## src/tle_pkg.sv

```systemverilog
// shared types and constants of the terminal line editor
package tle_pkg;

    localparam int KEY_W     = 8;
    localparam int COUNT_W   = 10;
    localparam int OUT_W     = 24;
    localparam int CFG_IDX_W = 2;

    localparam logic [KEY_W-1:0] KEY_EOF     = 8'd4;
    localparam logic [KEY_W-1:0] KEY_LF      = 8'd10;
    localparam logic [KEY_W-1:0] KEY_CR      = 8'd13;
    localparam logic [KEY_W-1:0] KEY_WERASE  = 8'd23;
    localparam logic [KEY_W-1:0] KEY_SPACE   = 8'd32;
    localparam logic [KEY_W-1:0] KEY_TILDE   = 8'd126;
    localparam logic [KEY_W-1:0] ERASE_RESET = 8'd127;
    localparam logic [KEY_W-1:0] KILL_RESET  = 8'd21;

    localparam logic [CFG_IDX_W-1:0] CFG_ERASE = 2'd0;
    localparam logic [CFG_IDX_W-1:0] CFG_KILL  = 2'd1;

    typedef enum logic [2:0] {
        ACT_ECHO    = 3'd0,
        ACT_ERASE   = 3'd1,
        ACT_NEWLINE = 3'd2,
        ACT_BELL    = 3'd3,
        ACT_END     = 3'd4
    } act_t;

    typedef enum logic [2:0] {
        KIND_NL     = 3'd0,
        KIND_ERASE  = 3'd1,
        KIND_KILL   = 3'd2,
        KIND_WERASE = 3'd3,
        KIND_PRINT  = 3'd4,
        KIND_OTHER  = 3'd5
    } kind_t;

    typedef struct packed {
        logic             is_eof;
        kind_t            kind;
        logic [KEY_W-1:0] key;
    } item_t;

endpackage

```

## src/tle_front.sv

```systemverilog
// input side: control byte registers and key classification
module tle_front
    import tle_pkg::*;
(
    input  logic                 clk,
    input  logic                 rst_n,
    input  logic                 s_tvalid,
    output logic                 s_tready,
    input  logic [KEY_W-1:0]     s_tdata,    // key_byte
    input  logic                 cfg_valid,
    output logic                 cfg_ready,
    input  logic [CFG_IDX_W-1:0] cfg_index,
    input  logic [KEY_W-1:0]     cfg_data,
    output logic                 push_valid,
    input  logic                 push_ready,
    output item_t                push_item
);

    logic [KEY_W-1:0] erase_reg, erase_next;
    logic [KEY_W-1:0] kill_reg, kill_next;
    kind_t            kind;

    assign cfg_ready  = 1'b1;
    assign s_tready   = push_ready;
    assign push_valid = s_tvalid;

    always_comb
    begin
        erase_next = erase_reg;
        kill_next  = kill_reg;
        if (cfg_valid)
        begin
            case (cfg_index)
                CFG_ERASE: erase_next = cfg_data;
                CFG_KILL:  kill_next  = cfg_data;
                default:   ;
            endcase
        end
    end

    always_ff @(posedge clk or negedge rst_n)
    begin
        if (!rst_n)
        begin
            erase_reg <= ERASE_RESET;
            kill_reg  <= KILL_RESET;
        end
        else
        begin
            erase_reg <= erase_next;
            kill_reg  <= kill_next;
        end
    end

    // priority follows the editor's check order
    always_comb
    begin
        if (s_tdata == KEY_LF || s_tdata == KEY_CR)
        begin
            kind = KIND_NL;
        end
        else if (s_tdata == erase_reg)
        begin
            kind = KIND_ERASE;
        end
        else if (s_tdata == kill_reg)
        begin
            kind = KIND_KILL;
        end
        else if (s_tdata == KEY_WERASE)
        begin
            kind = KIND_WERASE;
        end
        else if (s_tdata >= KEY_SPACE && s_tdata <= KEY_TILDE)
        begin
            kind = KIND_PRINT;
        end
        else
        begin
            kind = KIND_OTHER;
        end
    end

    assign push_item.is_eof = (s_tdata == KEY_EOF);
    assign push_item.kind   = kind;
    assign push_item.key    = s_tdata;

endmodule

```

## config.mk

```make
export PLATFORM = sky130hd
export DESIGN_NAME = tle_front
export DESIGN_NICKNAME = d
export VERILOG_FILES = /design/src/tle_pkg.sv /design/src/tle_front.sv
export SDC_FILE = /design/constraint.sdc
export NUM_CORES = 1
export LEC_CHECK = 0
export BUFFER_PORTS_ARGS = -buffer_cell sky130_fd_sc_hd__buf_2
export CAP_MARGIN = 30
export CORE_ASPECT_RATIO = 0.75
export CORE_MARGIN = 4
export CORE_UTILIZATION = 46
export DETAILED_ROUTE_END_ITERATION = 10
export MAX_ROUTING_LAYER = met4
export PLACE_DENSITY = 0.75
export RECOVER_POWER = 50
export SYNTH_ARGS = -nofsm -noshare
export SYNTH_HDL_FRONTEND = slang
export SYNTH_SLANG_ARGS = --single-unit
```

## constraint.sdc

```tcl
create_clock -name clk -period 1.8 [get_ports clk]
set_clock_uncertainty 0.1 [all_clocks]
set_input_delay 0.09 -clock clk [delete_from_list [all_inputs] [get_ports clk]]
set_output_delay 0.09 -clock clk [all_outputs]
set_load 0.005 [all_outputs]
```

==> impl_metrics.sql <==
INSERT INTO impl_metrics (metric_group, metric, value, unit) VALUES
('placement', 'io_buf_count', '32', ''),
('setup_path', 'worst_setup_path_end_kind', 'primary output', ''),
('floorplan', 'top_level_ports', '38', ''),
('route', 'wire_per_inst', '13.45', 'µm'),
('final_layout', 'fraction_of_layout_cells_with_a_size_suffix_above_1', '57.98', '%'),
('synth', 'gate_count_post_synth', '84', ''),
('route', 'dr.first_iter.drc_count', '12', ''),
('sta', 'final.setup.worst_slack', '-0.02686', 'ns'),
('sta', 'finalHoldViolations', '0', ''),
('synth', 'synth_cell_type_count', '22', ''),
('placement', 'placed_area', '0.001134', 'mm²'),
('power_and_ir_drop', 'power-per-cell-area', '762.6', 'mW/mm²'),
('global_routing', 'grt_use_met1', '18.71', '%'),
('sta', 'grt_setup_unrepaired', 'yes', ''),
('route', 'dr_total_vias', '739', ''),
('final_layout', 'finish.utilization', '62.39', '%'),
('placement', 'place_congestion', '0.7798', ''),
('clock_tree', 'cts_made_buffers', '3', ''),
('clock_tree', 'clk_latency', '0.27', 'ns'),
('setup_path', 'critical_path_start', 'erase_reg[6]$_DFFE_PN1P_', ''),
('floorplan', 'starting_utilization_of_the_core_area', '49.69', '%'),
('final_layout', 'antenna_cells', '0', ''),
('global_routing', 'grt_pass1_vias', '705', ''),
('clock_tree', 'clock_input_transition_at_the_sequential_cells_of_the_worst_setup_and_hold_paths', '0.09', 'ns'),
('global_routing', 'grt_busiest_layer', 'met1', ''),
('min_path', 'timing.hold.worst.class', 'input port to primary output', ''),
('synth', 'synth_sequential_area_ratio', '40.54', '%'),
('final_layout', 'post-route-cell-area', '0.001279', 'mm²'),
('power_and_ir_drop', 'max-vdd-ir-drop', '0.4978', 'mV'),
('sta', 'final_min_period_over_clock_period', '101.5', '%'),
('sta', 'report.final.setup_viol', '2', ''),
('global_routing', 'antenna_found_initial', '0', ''),
('run_status', 'status', 'finished, violations left', ''),
('setup_path', 'crit-reg2reg-launch', 'kill_reg[6]$_DFFE_PN0P_', ''),
('sta', 'finalHoldWorstSlack', '0.08000', 'ns'),
('route', 'drt-vias-per-instance', '5.168', ''),
('final_layout', 'post_synthesis_to_final_layout_area_growth', '25.55', '%'),
('min_path', 'worstHoldStart', 's_tvalid', ''),
('synth', 'syn_avg_cell_area', '12.12', 'µm²'),
('sta', 'slew_viol_final', '0', ''),
('sta', 'fin_setup_tns', '-0.03468', 'ns'),
('setup_path', 'path_class', 'register to primary output', ''),
('global_routing', 'grt_use_met2', '18.10', '%'),
('placement', 'detailedPlacementHpwl', '1.511', 'mm'),
('job', 'maxCapViolCount', '0', ''),
('route', 'drt-pass1-iter-count', '4', ''),
('global_routing', 'pin_count_of_the_biggest_net_entering_global_routing', '17', ''),
('route', 'drt.antenna.violating_nets', '0', ''),
('setup_path', 'worst-path-max-fanout', '2', ''),
('sta', 'timing_worst_slew_pin_value', '0.8297', 'ns'),
('global_routing', 'met3_usage', '3.009', '%'),
('synth', 'yosysWarningCount', '0', ''),
('placement', 'place_worst_setup_slack', '0.2695', 'ns'),
('sta', 'timing.fmax', '547.4', 'MHz'),
('setup_path', 'kind_of_launch_point_of_the_worst_setup_path', 'register', ''),
('run_status', 'failed_checks', 'setup timing', ''),
('synth', 'ys_ff_latch', '16', ''),
('synth', 'mappedNetlistArea', '0.001018', 'mm²'),
('power_and_ir_drop', 'leakagePower', '0.5272', 'nW'),
('floorplan', 'std_cell_rows', '14', ''),
('global_routing', 'grt_pass1_wl', '3.194', 'mm'),
('clock_tree', 'cts_root_buffer', 'sky130_fd_sc_hd__clkbuf_4', ''),
('floorplan', 'die-area', '0.003039', 'mm²'),
('synth', 'syn_nets', '107', ''),
('global_routing', 'gr-usage-all-layers', '13.12', '%'),
('clock_tree', 'cts-htree-levels', '1', ''),
('floorplan', 'fp.dieW', '62.34', 'µm'),
('setup_path', 'critPathArrivalTime', '1.64', 'ns'),
('final_layout', 'finish.net_count', '143', ''),
('route', 'total_routed_wirelength', '1.923', 'mm'),
('setup_path', 'critical_path_required_time', '1.61', 'ns'),
('clock_tree', 'cts_max_path_buffers', '2', ''),
('sta', 'post-route-min-period', '1.827', 'ns'),
('sta', 'max-slew-margin-rel', '44.69', '%'),
('clock_tree', 'clock_sinks', '16', ''),
('floorplan', 'fp.coreArea', '0.002049', 'mm²'),
('floorplan', 'floorplan.die.height', '48.75', 'µm'),
('route', 'post_detailed_route_drc_marker_count', '0', ''),
('global_routing', 'grt_remaining_overflow', '0', ''),
('clock_tree', 'tritoncts', 'yes', '');
==> what timing repair did <==
item | 4_1_cts | 5_1_grt
gates resized for setup | 1 | 4
pin swaps | 1 | 4
setup buffers | 0 | 0
setup endpoints to repair | 2 | 3
gates cloned | 0 | 0
hold endpoints to repair | 32 | 0
hold buffers | 9 | 0
==> cell type report <==
type,instances,area [µm²]
multi-input cells,57,555.5
well taps,24,30.03
clock buffers,4,26.28
repair buffers,42,254.0
fillers,176,770.7
flip-flops and latches,16,412.9
==> cells in the mapped netlist (all sizes together) <==
cell type / n / area share (%)
xor2: 8 / 6.9
and4b: 1 / 0.98
dfstp: 10 / 26
o211ai: 1 / 1.2
mux2: 16 / 18
xnor2: 8 / 6.9
o31ai: 1 / 0.74
and3b: 1 / 0.86
o21ai: 1 / 0.49
nor2: 4 / 1.5
nand4: 3 / 1.8
conb: 1 / 0.37
nor4: 3 / 3.7
a21boi: 1 / 1.1
dfrtp: 6 / 15
nor4b: 1 / 1.5
buf: 11 / 8.1
nand3: 2 / 0.98
nor3b: 3 / 3.2
o21a: 1 / 0.74
nand3b: 1 / 0.74
==> report_power, final <==
| part | internal (mW) | total, mW | switching, mW |
|---|---|---|---|
| clock network | 0.0859 | 0.187 | 0.101 |
| logic | 0.156 | 0.276 | 0.120 |
| registers | 0.460 | 0.512 | 0.0521 |
==> metal layers <==
layer	routed length, µm	vias up
met2	764	35
met4	23	0
met3	180	4
met1	954	343
met5	0	-
li1	-	357
==> cell families after synthesis <==
family	after synthesis	synth area share, %
xor gates and xnor gates	16	13.76
buffers and inverters	11	8.108
muxes	16	17.69
other	1	0.3682
AOI/OAI and AO/OA	5	4.300
and+or+nand+nor	19	15.23
DFF	16	40.54
==> worst max-delay path, stage by stage (launching register included) <==
cell and delay (ns):
sky130_fd_sc_hd__dfstp_2 0.58, sky130_fd_sc_hd__xor2_2 0.09, sky130_fd_sc_hd__nor4_4 0.30, sky130_fd_sc_hd__a21boi_2 0.10
sky130_fd_sc_hd__nor3b_2 0.16, sky130_fd_sc_hd__buf_2 0.13
==> cell usage in the layout (no fill, tap or decap) <==
cell type and n:
sky130_fd_sc_hd__mux2_2 16, sky130_fd_sc_hd__nor2_1 4, sky130_fd_sc_hd__nand4_1 3, sky130_fd_sc_hd__nor4_4 2, sky130_fd_sc_hd__buf_4 1, sky130_fd_sc_hd__o211ai_2 1, sky130_fd_sc_hd__o21ai_1 1, sky130_fd_sc_hd__conb_1 1
sky130_fd_sc_hd__nand3_1 2, sky130_fd_sc_hd__nor4b_2 1, sky130_fd_sc_hd__xor2_1 6, sky130_fd_sc_hd__a21boi_2 1, sky130_fd_sc_hd__dlygate4sd3_1 9, sky130_fd_sc_hd__nor4_2 1, sky130_fd_sc_hd__nand3b_1 1, sky130_fd_sc_hd__dfstp_2 10
sky130_fd_sc_hd__and3b_1 1, sky130_fd_sc_hd__dfrtp_1 6, sky130_fd_sc_hd__and4b_1 1, sky130_fd_sc_hd__clkbuf_1 4, sky130_fd_sc_hd__xor2_2 2, sky130_fd_sc_hd__nor3b_1 1, sky130_fd_sc_hd__nor3b_2 2, sky130_fd_sc_hd__o21a_1 1
sky130_fd_sc_hd__o31ai_1 1, sky130_fd_sc_hd__buf_2 29, sky130_fd_sc_hd__xnor2_1 8, sky130_fd_sc_hd__clkbuf_4 3
==> through the flow <==
| stage | std cells | total power [mW] |
|---|---|---|
| 2_1_floorplan | 84 | 0.6803 |
| 3_3_place_gp | 130 | 0.7449 |
| 3_5_place_dp | 130 | 0.7546 |
| 4_1_cts | 143 | 0.9608 |
| 5_1_grt | 143 | 1.046 |
| 6_report | 143 | 0.9752 |
==> worst paths after layout <==
kind / endpoint / slack, ns / depth (start not counted)
max: push_item[10] / -0.03 / 5
min: push_valid / 0.08 / 0
max reg2reg: kill_reg[6]$_DFFE_PN0P_ / 0.92 / 1
min reg2reg: erase_reg[7]$_DFFE_PN0P_ / 0.44 / 1
max in group asynchronous: kill_reg[1]$_DFFE_PN0P_ / 0.77 / 2
min in group asynchronous: kill_reg[5]$_DFFE_PN0P_ / 0.31 / 2
Note: power is estimated with default switching activity, not from simulation.
