==> src/tle_pkg.sv <==
// shared types and constants of the terminal line editor
package tle_pkg;

    localparam int KEY_W     = 8;
    localparam int COUNT_W   = 10;
    localparam int OUT_W     = 24;
    localparam int CFG_IDX_W = 2;

    localparam logic [KEY_W-1:0] KEY_EOF     = 8'd4;
    localparam logic [KEY_W-1:0] KEY_LF      = 8'd10;
    localparam logic [KEY_W-1:0] KEY_CR      = 8'd13;
    localparam logic [KEY_W-1:0] KEY_WERASE  = 8'd23;
    localparam logic [KEY_W-1:0] KEY_SPACE   = 8'd32;
    localparam logic [KEY_W-1:0] KEY_TILDE   = 8'd126;
    localparam logic [KEY_W-1:0] ERASE_RESET = 8'd127;
    localparam logic [KEY_W-1:0] KILL_RESET  = 8'd21;

    localparam logic [CFG_IDX_W-1:0] CFG_ERASE = 2'd0;
    localparam logic [CFG_IDX_W-1:0] CFG_KILL  = 2'd1;

    typedef enum logic [2:0] {
        ACT_ECHO    = 3'd0,
        ACT_ERASE   = 3'd1,
        ACT_NEWLINE = 3'd2,
        ACT_BELL    = 3'd3,
        ACT_END     = 3'd4
    } act_t;

    typedef enum logic [2:0] {
        KIND_NL     = 3'd0,
        KIND_ERASE  = 3'd1,
        KIND_KILL   = 3'd2,
        KIND_WERASE = 3'd3,
        KIND_PRINT  = 3'd4,
        KIND_OTHER  = 3'd5
    } kind_t;

    typedef struct packed {
        logic             is_eof;
        kind_t            kind;
        logic [KEY_W-1:0] key;
    } item_t;

endpackage

==> src/tle_fifo.sv <==
// two-entry queue of classified key items between front and back
module tle_fifo
    import tle_pkg::*;
(
    input  logic  clk,
    input  logic  rst_n,
    input  logic  push_valid,
    output logic  push_ready,
    input  item_t push_item,
    output logic  pop_valid,
    input  logic  pop_ready,
    output item_t pop_item
);

    item_t       mem_reg [2];
    logic        wr_ptr_reg, wr_ptr_next;
    logic        rd_ptr_reg, rd_ptr_next;
    logic [1:0]  count_reg, count_next;
    logic        push, pop;

    assign push_ready = (count_reg != 2'd2);
    assign pop_valid  = (count_reg != 2'd0);
    assign pop_item   = mem_reg[rd_ptr_reg];
    assign push       = push_valid && push_ready;
    assign pop        = pop_valid && pop_ready;

    always_comb
    begin
        wr_ptr_next = push ? ~wr_ptr_reg : wr_ptr_reg;
        rd_ptr_next = pop ? ~rd_ptr_reg : rd_ptr_reg;
        count_next  = count_reg;
        if (push && !pop)
        begin
            count_next = count_reg + 2'd1;
        end
        else if (pop && !push)
        begin
            count_next = count_reg - 2'd1;
        end
    end

    always_ff @(posedge clk or negedge rst_n)
    begin
        if (!rst_n)
        begin
            wr_ptr_reg <= 1'b0;
            rd_ptr_reg <= 1'b0;
            count_reg  <= 2'd0;
        end
        else
        begin
            wr_ptr_reg <= wr_ptr_next;
            rd_ptr_reg <= rd_ptr_next;
            count_reg  <= count_next;
        end
    end

    always_ff @(posedge clk)
    begin
        if (push)
        begin
            mem_reg[wr_ptr_reg] <= push_item;
        end
    end

endmodule

==> config.mk <==
export PLATFORM = sky130hd
export DESIGN_NAME = tle_fifo
export DESIGN_NICKNAME = d
export VERILOG_FILES = /design/src/tle_pkg.sv /design/src/tle_fifo.sv
export SDC_FILE = /design/constraint.sdc
export NUM_CORES = 1
export LEC_CHECK = 0
export BUFFER_PORTS_ARGS = -buffer_cell sky130_fd_sc_hd__clkbuf_2
export CELL_PAD_IN_SITES_DETAIL_PLACEMENT = 0
export CELL_PAD_IN_SITES_GLOBAL_PLACEMENT = 2
export CORE_MARGIN = 2
export CORE_UTILIZATION = 38
export DETAILED_ROUTE_END_ITERATION = 12
export PLACE_DENSITY_LB_ADDON = 0.1
export SLEW_MARGIN = 25
export SYNTH_ARGS = -nofsm -noshare
export SYNTH_HDL_FRONTEND = slang
export SYNTH_SLANG_ARGS = --single-unit
==> constraint.sdc <==
create_clock -name clk -period 4.6 [get_ports clk]
set_input_delay 0.69 -clock clk [delete_from_list [all_inputs] [get_ports clk]]
set_output_delay 0.69 -clock clk [all_outputs]
set_load 0.01 [all_outputs]
==> results of run 1 <==
## where the power goes
part	total [mW]	switching [mW]	internal, mW
clock	0.0991	0.0653	0.0338
sequential	0.401	0.0492	0.352
combinational	0.253	0.119	0.134
total	0.753	0.234	0.519
## through the flow
stage	power [mW]	worst slack (ns)	hold WS [ns]	util
floorplan	0.5820	2.912	0.3944	-
global placement	0.6634	2.576	0.4777	0.4577
detailed placement	0.6671	2.486	0.4839	0.4577
CTS	0.7650	2.285	0.1544	0.4673
global route	0.8038	2.246	0.1351	0.4682
finish	0.7533	2.333	0.1607	0.4682
## metal layers
metal,wire length [um],GRT usage
met2,731,0.1757
met3,73,0.02268
met5,0,0
met4,0,0.01993
met1,741,0.1360
## final timing paths
kind	from	end	depth (start not counted)
min in group clk	wr_ptr_reg$_DFFE_PN0P_	wr_ptr_reg$_DFFE_PN0P_	1
min reg2reg	wr_ptr_reg$_DFFE_PN0P_	wr_ptr_reg$_DFFE_PN0P_	1
max in group asynchronous	rst_n	wr_ptr_reg$_DFFE_PN0P_	1
max reg2reg	count_reg[0]$_DFFE_PN0P_	mem_reg[0][7]$_DFFE_PP_	3
max	rd_ptr_reg$_DFFE_PN0P_	pop_item[7]	2
min	rst_n	count_reg[1]$_DFFE_PN0P_	1
## cells in the final DEF, fill, tap and decap left out, types with 2 or more instances in the layout
| cell type | count |
|---|---|
| edfxtp_1 | 24 |
| xor2_1 | 2 |
| clkbuf_4 | 3 |
| dfrtp_1 | 4 |
| mux2_2 | 12 |
| clkbuf_2 | 29 |
| xnor2_1 | 3 |
## Yosys cell counts, drive strengths merged
library cell / count / area (um2)
buf: 1 / 11.26
nand2: 2 / 15.01
ha: 1 / 12.51
and3: 1 / 6.260
xnor2: 3 / 26.28
or2: 1 / 8.760
nor2: 2 / 7.510
inv: 1 / 3.750
nand2b: 1 / 13.76
dfrtp: 4 / 100.1
edfxtp: 24 / 720.7
xor2: 2 / 17.52
mux2: 12 / 135.1
## layout make-up
cell class              count  area (um2)  area share
repair buffers             29       145.1      0.1134
flip-flops and latches     28       820.8      0.6412
multi-input cells          25       245.2      0.1916
well taps                  31       38.79     0.03030
inverters                   1       3.754    0.002933
clock buffers               4       26.28     0.02053
## logic make-up (layout without fill, tap and decap cells)
group                      after synthesis  count (layout)
xor gates and xnor gates                 5               5
muxes                                   12              12
buffers and inverters                    2              34
DFF                                     28              28
adders and majority gates                1               1
and+or+nand+nor                          7               7
==> impl_metrics.py, run 1 <==
metrics = {
    "status": {
        "run_status": "finished, final reports clean",
    },
    "logic_synthesis": {
        "yosys_reg_bits": 28,
        "post_synth_xor_area_fraction": 0.04060,
        "synth.lib_cells_used.distinct": 14,
        "mappedNetlistNets": 72,
        "synth_top_family_by_area": "multiplexers",
        "gate_count_post_synth": 55,
        "synth-seq-area-share": 0.7610,
        "post_synth_instance_area_um2": 1079,
        "muxShareOfSynthArea": 0.1253,
        "syn_area_per_cell_um2": 19.61,
        "synthSimpleGateAreaFrac": 0.04756,
        "synth_compound_area_frac": 0,
        "synth-adder-area-share": 0.01160,
        "yosys_warnings": 0,
    },
    "layout": {
        "area_added_between_synthesis_and_finish_pct": 18.68,
        "final_area_um2": 1280,
        "largest_reg_flops": 24,
        "fillers": 246,
        "antenna_diodes": 0,
        "final_cell_count_no_fill": 118,
        "num-nets-final": 105,
        "final_layout_size_suffix_gt1_frac": 0.5517,
    },
    "grt": {
        "grt_usage": 0.1026,
        "grt_start_max_net_pins": 16,
        "first_global_vias": 578,
        "antenna_found_initial": 0,
        "grt.overflow.total": 0,
        "grt_first_pass_wirelength_mm": 2.580,
    },
    "min_path": {
        "min-delay-path-class": "in -> async",
    },
    "placed_design": {
        "post-place-cells": 114,
        "finalWeightedCongestion": 0.6566,
        "dp.final_hpwl_mm": 1.085,
        "count_of_input_and_output_buffers": 29,
        "postPlaceCellArea_um2": 1251,
    },
    "die": {
        "boundaryPins": 30,
        "core_region_area_um2": 2734,
        "initial_cell_density_of_the_core": 0.3945,
        "fp.dieArea_um2": 3280,
        "die-height_um": 57.28,
        "die_x_um": 57.28,
        "row_count": 19,
    },
    "timing": {
        "period_minus_slack_ns": 2.267,
        "rsz0062_at_grt": "no",
        "hold_viol_final": 0,
        "finalSetupViolations": 0,
        "max-slew-margin-rel": 0.5761,
        "setup_tns_ns": 0,
        "final-max-slew-violation-count": 0,
        "worst_pin_slew_ns": 0.6352,
        "fin_crit_sh": 0.4928,
        "max_freq_ghz": 0.4411,
        "final.setup_skew_ns": 0.008362,
    },
    "setup_path": {
        "timing.critical_path.max_delay_family": "flip-flops",
        "cp_slowest_cell": "dfrtp_1",
        "path_cells": "mux2_2 -> clkbuf_2",
        "worstPathArrival_ns": 1.58,
        "start_kind": "flop",
        "rrSetupSlack_ns": 3.03,
        "data_required_critical_path_ns": 3.91,
        "cp.buffers_inverters": 1,
        "critical_path_class": "reg -> out",
        "path_max_fanout": 13,
        "cpPeakStageDelay_ns": 0.73,
        "end_kind": "output port",
    },
    "routing": {
        "dr.pass1.iters": 4,
        "drt-initial-drc-count": 6,
        "detailroute.via_count": 547,
        "avgRoutedWirePerCell_um": 13.09,
        "postRouteAntennaNets": 0,
        "detail_route.drc_violations": 0,
        "vias_per_cell": 4.636,
        "postRouteWirelength_mm": 1.545,
    },
    "cts": {
        "cts_root_buf": "clkbuf_4",
        "tritoncts": "built",
        "cts-htree-levels": 1,
        "cts-root-to-sink-buffers": 2,
        "cts_resized": 0,
        "clkSinkCount": 28,
        "tritoncts.num_buffers": 3,
        "clock_latency_reported_for_the_late_side_of_the_worst_skew_pair_ns": 0.31,
        "cts_hold_buf": 0,
        "setup_buffers_after_cts": 0,
        "cts.reportedPaths.clkPinSlew_ns": 0.13,
    },
    "flow_run": {
        "maxCapViolations": 0,
    },
    "pwr": {
        "ir_drop_v": 0.0003425,
        "p_leak_nw": 0.5123,
        "power_per_cell_area_nw_per_um2": 588.6,
    },
}
(Power assumes the default switching activity.)
==> run 2: changes to the inputs <==
Settings changed: ABC_AREA set to 1, CORE_UTILIZATION 38 to 32.
Clock period 4.6 ns to 2.1 ns, I/O delays scaled along.
==> impl_metrics.py, run 2 <==
metrics = {
    "layout": {
        "antenna_diodes": 0,
        "mostFrequentLayoutCells": "nand2_1, clkbuf_2, edfxtp_1",
        "largest_reg_flops": 24,
        "num-nets-final": 145,
        "final_layout_size_suffix_gt1_frac": 0.3543,
        "area_added_between_synthesis_and_finish_pct": 24.69,
        "final_common_cell": "nand2_1",
    },
    "cts": {
        "setup_buffers_after_cts": 0,
        "clock_latency_reported_for_the_late_side_of_the_worst_skew_pair_ns": 0.32,
        "cts.reportedPaths.clkPinSlew_ns": 0.15,
        "clkSinkCount": 28,
        "cts_root_buf": "clkbuf_4",
        "cts-root-to-sink-buffers": 2,
        "cts-htree-levels": 1,
        "tritoncts": "built",
        "tritoncts.num_buffers": 3,
        "cts_resized": 0,
    },
    "routing": {
        "detailroute.via_count": 720,
        "drt-initial-drc-count": 17,
        "postRouteWirelength_mm": 1.895,
        "dr.pass1.iters": 4,
        "avgRoutedWirePerCell_um": 10.95,
        "vias_per_cell": 4.162,
        "detail_route.drc_violations": 0,
        "postRouteAntennaNets": 0,
    },
    "logic_synthesis": {
        "dominantRegCellSynth": "edfxtp_1",
        "synth-async-reset-ratio": 0.1429,
        "synth.lib_cells_used.distinct": 15,
        "synth-seq-area-share": 0.7330,
        "yosysMostFrequentCell": "nand2_1",
        "synth-edff-count": 24,
        "yosys_reg_bits": 28,
        "yosys_warnings": 0,
        "yosys.area.top_type": "edfxtp_1",
        "mappedNetlistNets": 108,
        "post_synth_instance_area_um2": 1120,
        "gate_count_post_synth": 91,
        "synth.top_cell.area_share": 0.6436,
        "netlist_top_cells_area": "edfxtp_1, nand2_1, dfrtp_1",
        "ys_top_cells_by_count": "nand2_1, edfxtp_1, dfrtp_1, inv_1, inv_2",
        "syn_area_per_cell_um2": 12.31,
    },
    "status": {
        "run_status": "finished, final reports clean",
    },
    "timing": {
        "hold_viol_final": 0,
        "hold_ws_ns": 0.1694,
        "setup_tns_ns": 0,
        "finalSetupViolations": 0,
        "fin_crit_sh": 0.7573,
        "worst_pin_slew_ns": 0.2452,
        "period_minus_slack_ns": 1.590,
        "max_freq_ghz": 0.6288,
        "max-slew-margin-rel": 0.8363,
        "final-max-slew-violation-count": 0,
        "final.setup_skew_ns": 0.008582,
        "rsz0062_at_grt": "no",
    },
    "pwr": {
        "power.clock.fraction": 0.182,
        "report.power.total_mw": 1.889,
        "power_switching_share": 0.3484,
        "ir_drop_v": 0.0005933,
        "p_int_mw": 1.231,
        "p_leak_nw": 0.6429,
        "power_per_cell_area_nw_per_um2": 1353,
        "comb_power_share": 0.378,
        "switching_power_mw": 0.6581,
        "seq_power_share": 0.440,
    },
    "die": {
        "initial_cell_density_of_the_core": 0.3356,
        "fp.dieArea_um2": 3989,
        "die-height_um": 63.16,
        "die_x_um": 63.16,
        "row_count": 21,
        "boundaryPins": 30,
        "core_region_area_um2": 3337,
    },
    "setup_path": {
        "worstPathArrival_ns": 1.28,
        "critical_path_class": "reg -> out",
        "path_max_fanout": 13,
        "data_required_critical_path_ns": 1.78,
        "end_kind": "output port",
        "start_kind": "flop",
    },
    "grt": {
        "globalRouteMet2Util": 0.1729,
        "antenna_found_initial": 0,
        "grt_start_max_net_pins": 17,
        "met3_usage": 0.02500,
        "grt.met1_usage": 0.1459,
        "first_global_vias": 703,
        "grt_first_pass_wirelength_mm": 3.318,
        "globalRoute.busiestLayer": "met2",
        "grt.overflow.total": 0,
        "grt_usage": 0.1103,
    },
    "placed_design": {
        "finalWeightedCongestion": 0.6339,
        "count_of_input_and_output_buffers": 29,
        "dp.final_hpwl_mm": 1.373,
    },
    "flow_run": {
        "maxCapViolations": 0,
    },
    "min_path": {
        "min-delay-path-class": "in -> reg",
    },
}
==> run 2: cell count changes in the layout (fill, tap and decap cells not counted), moves of 2 or more <==
cell     change
inv_2        +3
inv_1        +3
buf_4        +4
mux2_2      -12
nand2_2      +2
xnor2_1      -2
nand2_1     +41
nand3_1      +2
xor2_1       -2
==> run 2: area by class of cell <==
cell class	count	area [um2]
Clock inverter	1	30.03
Multi-Input combinational cell	54	254.0
Tap cell	46	57.56
Sequential cell	28	820.8
Timing Repair Buffer	34	185.2
Fill cell	342	1941
Inverter	7	26.28
Clock buffer	3	22.52
==> run 2: worst paths after layout <==
path | startpoint | endpoint | slack, ns | depth (start not counted)
max reg2reg | count_reg[0]$_DFFE_PN0P_ | count_reg[1]$_DFFE_PN0P_ | 0.72 | 9
max in group asynchronous | rst_n | rd_ptr_reg$_DFFE_PN0P_ | 1.65 | 2
min | push_item[10] | mem_reg[0][10]$_DFFE_PP_ | 0.17 | 1
min in group asynchronous | rst_n | wr_ptr_reg$_DFFE_PN0P_ | 0.32 | 2
max | rd_ptr_reg$_DFFE_PN0P_ | pop_item[10] | 0.51 | 4
min reg2reg | count_reg[0]$_DFFE_PN0P_ | count_reg[0]$_DFFE_PN0P_ | 0.53 | 1
==> run 2: worst max-delay path, cell delays in order (launching register included) <==
cell and delay (ns):
dfrtp_1 0.46, inv_2 0.23, nand2_1 0.08, nand2_1 0.07, clkbuf_2 0.13
==> run 2: repair_timing <==
| item | in CTS | in global routing |
|---|---|---|
| setup endpoints to repair | 0 | 0 |
| hold endpoints to repair | 4 | 0 |
| hold buffers | 1 | 0 |
==> run 2: cells by family (layout without fill, tap and decap cells) <==
group	count (synthesis)	count (layout)	synth area share
xor gates and xnor gates	2	2	0.02235
adders and majority gates	1	1	0.01117
buffers and inverters	9	45	0.04022
DFF	28	28	0.7330
and+or+nand+nor	51	51	0.1933
==> run 2: power by group through the flow <==
stage          clock [mW]  sequential, mW  combinational, mW
2_1_floorplan           0           0.836              0.474
3_3_place_gp            0           0.844              0.732
3_5_place_dp            0           0.846              0.735
4_1_cts             0.361           0.833              0.738
5_1_grt             0.385           0.849              0.817
6_report            0.344           0.832              0.714
==> run 2: per-stage QoR <==
| step | worst slack [ns] | util | instance area, um2 | cells |
|---|---|---|---|---|
| CTS | 0.4575 | 0.4184 | 1396 | 173 |
| floorplan | 0.6013 | - | 1120 | 91 |
| detailed placement | 0.7304 | 0.3997 | 1334 | 168 |
| global route | 0.3477 | 0.4184 | 1396 | 173 |
| global placement | 0.7599 | 0.3997 | 1334 | 168 |
| finish | 0.5096 | 0.4184 | 1396 | 173 |
==> run 2: per-layer routing <==
metal	wire, um	vias to the layer above	share of wire
li1	-	370	-
met1	855	331	0.45
met2	947	17	0.50
met3	77	2	0.041
met4	15	0	0.0079
met5	0	-	0
==> run 3: changes to the inputs <==
Clock period 2.1 ns to 1.5 ns, I/O delays scaled along.
==> impl_metrics.py, run 3 (same netlist as run 2, synthesis figures left out) <==
metrics = {
    "routing": {
        "postRouteAntennaNets": 0,
        "detail_route.drc_violations": 0,
        "dr.pass1.iters": 4,
        "detailroute.via_count": 734,
        "vias_per_cell": 4.194,
        "avgRoutedWirePerCell_um": 11.03,
        "drt-initial-drc-count": 6,
        "postRouteWirelength_mm": 1.931,
    },
    "cts": {
        "cts-htree-levels": 1,
        "tritoncts": "built",
        "cts-root-to-sink-buffers": 2,
        "cts_root_buf": "clkbuf_4",
        "clkSinkCount": 28,
        "clock_latency_reported_for_the_late_side_of_the_worst_skew_pair_ns": 0.31,
        "cts.reportedPaths.clkPinSlew_ns": 0.14,
        "tritoncts.num_buffers": 3,
    },
    "pwr": {
        "ir_drop_v": 0.0005974,
        "power_per_cell_area_nw_per_um2": 1901,
        "p_leak_nw": 0.6543,
        "report.power.total_mw": 2.695,
    },
    "layout": {
        "fillers": 346,
        "largest_reg_flops": 24,
        "final_layout_size_suffix_gt1_frac": 0.3643,
        "mostFrequentLayoutCells": "nand2_1, clkbuf_2, edfxtp_1",
        "final_cell_count_no_fill": 175,
        "num-nets-final": 147,
        "final-seq-area_um2": 820.8,
        "antenna_diodes": 0,
        "area_added_between_synthesis_and_finish_pct": 26.59,
        "final_common_cell": "nand2_1",
        "multi_input_area_um2": 254.0,
    },
    "grt": {
        "antenna_found_initial": 0,
        "grt_first_pass_wirelength_mm": 3.111,
        "first_global_vias": 661,
        "grt.overflow.total": 0,
        "grt_start_max_net_pins": 17,
        "grt_usage": 0.1033,
    },
    "timing": {
        "worst_pin_slew_ns": 0.1791,
        "period_minus_slack_ns": 1.405,
        "hold_viol_final": 0,
        "final.setup_skew_ns": 0.001105,
        "max_freq_ghz": 0.7117,
        "max-slew-margin-rel": 0.8806,
        "rsz0062_at_grt": "yes",
        "fin_crit_sh": 0.9367,
        "finalSetupViolations": 0,
        "hold_ws_ns": 0.08279,
        "final-max-slew-violation-count": 0,
    },
    "placed_design": {
        "finalWeightedCongestion": 0.6505,
        "count_of_input_and_output_buffers": 29,
        "post-place-cells": 169,
        "dp.final_hpwl_mm": 1.391,
    },
    "die": {
        "row_count": 21,
        "initial_cell_density_of_the_core": 0.3356,
        "fp.dieArea_um2": 3989,
        "core_region_area_um2": 3337,
        "die_x_um": 63.16,
        "boundaryPins": 30,
        "die-height_um": 63.16,
    },
    "setup_path": {
        "critical_path_class": "reg -> out",
        "worstPathArrival_ns": 1.18,
        "end_kind": "output port",
        "start_kind": "flop",
        "data_required_critical_path_ns": 1.27,
        "path_max_fanout": 13,
    },
    "flow_run": {
        "maxCapViolations": 0,
    },
    "status": {
        "run_status": "finished, final reports clean",
    },
    "min_path": {
        "min-delay-path-class": "in -> reg",
    },
}
==> run 3: cell count changes in the layout (fill, tap and decap cells not counted), sizes merged <==
cell	delta
buf	+5
clkbuf	-3
==> run 3: worst paths after layout <==
path | start | end | slack (ns) | cells past startpoint
worst min-delay path | push_item[7] | mem_reg[0][7]$_DFFE_PP_ | 0.08 | 1
worst max-delay path | rd_ptr_reg$_DFFE_PN0P_ | pop_item[0] | 0.09 | 4
max in group asynchronous | rst_n | wr_ptr_reg$_DFFE_PN0P_ | 1.14 | 2
min in group asynchronous | rst_n | rd_ptr_reg$_DFFE_PN0P_ | 0.23 | 2
worst min register to register | count_reg[0]$_DFFE_PN0P_ | count_reg[0]$_DFFE_PN0P_ | 0.53 | 1
worst max register to register | count_reg[0]$_DFFE_PN0P_ | count_reg[1]$_DFFE_PN0P_ | 0.12 | 9
==> run 3: power by group <==
group | switching (mW) | internal [mW] | leakage [nW] | total, mW
Combinational | 0.640 | 0.417 | 0.356 | 1.06
Clock | 0.209 | 0.270 | 0.0279 | 0.479
Sequential | 0.0838 | 1.08 | 0.271 | 1.16
Total | 0.933 | 1.76 | 0.654 | 2.70
==> run 3: what timing repair did <==
item / in CTS / in global routing
hold buffers: 1 / 0
gates resized for setup: 0 / 5
hold endpoints to repair: 4 / 0
setup endpoints to repair: 0 / 12
buffers inserted: 0 / 1
==> run 3: cell type report <==
type / count / area share
clock buffers: 3 / 0.01589
clock inverters: 1 / 0.02118
inverters: 7 / 0.02030
multi-input cells: 54 / 0.1792
flip-flops and latches: 28 / 0.5790
well taps: 46 / 0.04060
repair buffers: 36 / 0.1439
==> run 3: critical path, cell delays in order (launching register included) <==
cell and delay (ns):
dfrtp_1 0.43, buf_6 0.18, nand2_1 0.06, nand2_1 0.07, buf_2 0.13
==> run 3: per-layer routing <==
metal  up-vias  wire length (um)  global-route usage
li1        370                 -                   -
met1       345               886              0.1397
met2        17               946              0.1596
met3         2                79             0.01964
met4         0                18             0.05000
met5         -                 0                   0
==> run 3: stage by stage <==
step | setup WS, ns | instance area (um2) | util | setup TNS (ns)
after detailed placement | 0.1363 | 1341 | 0.4020 | 0
after floorplan | 0.001312 | 1120 | - | 0
after CTS | 0.005460 | 1404 | 0.4207 | 0
final | 0.09499 | 1418 | 0.4248 | 0
after global routing | -0.01007 | 1418 | 0.4248 | -0.03468
after global placement | 0.1633 | 1341 | 0.4020 | 0
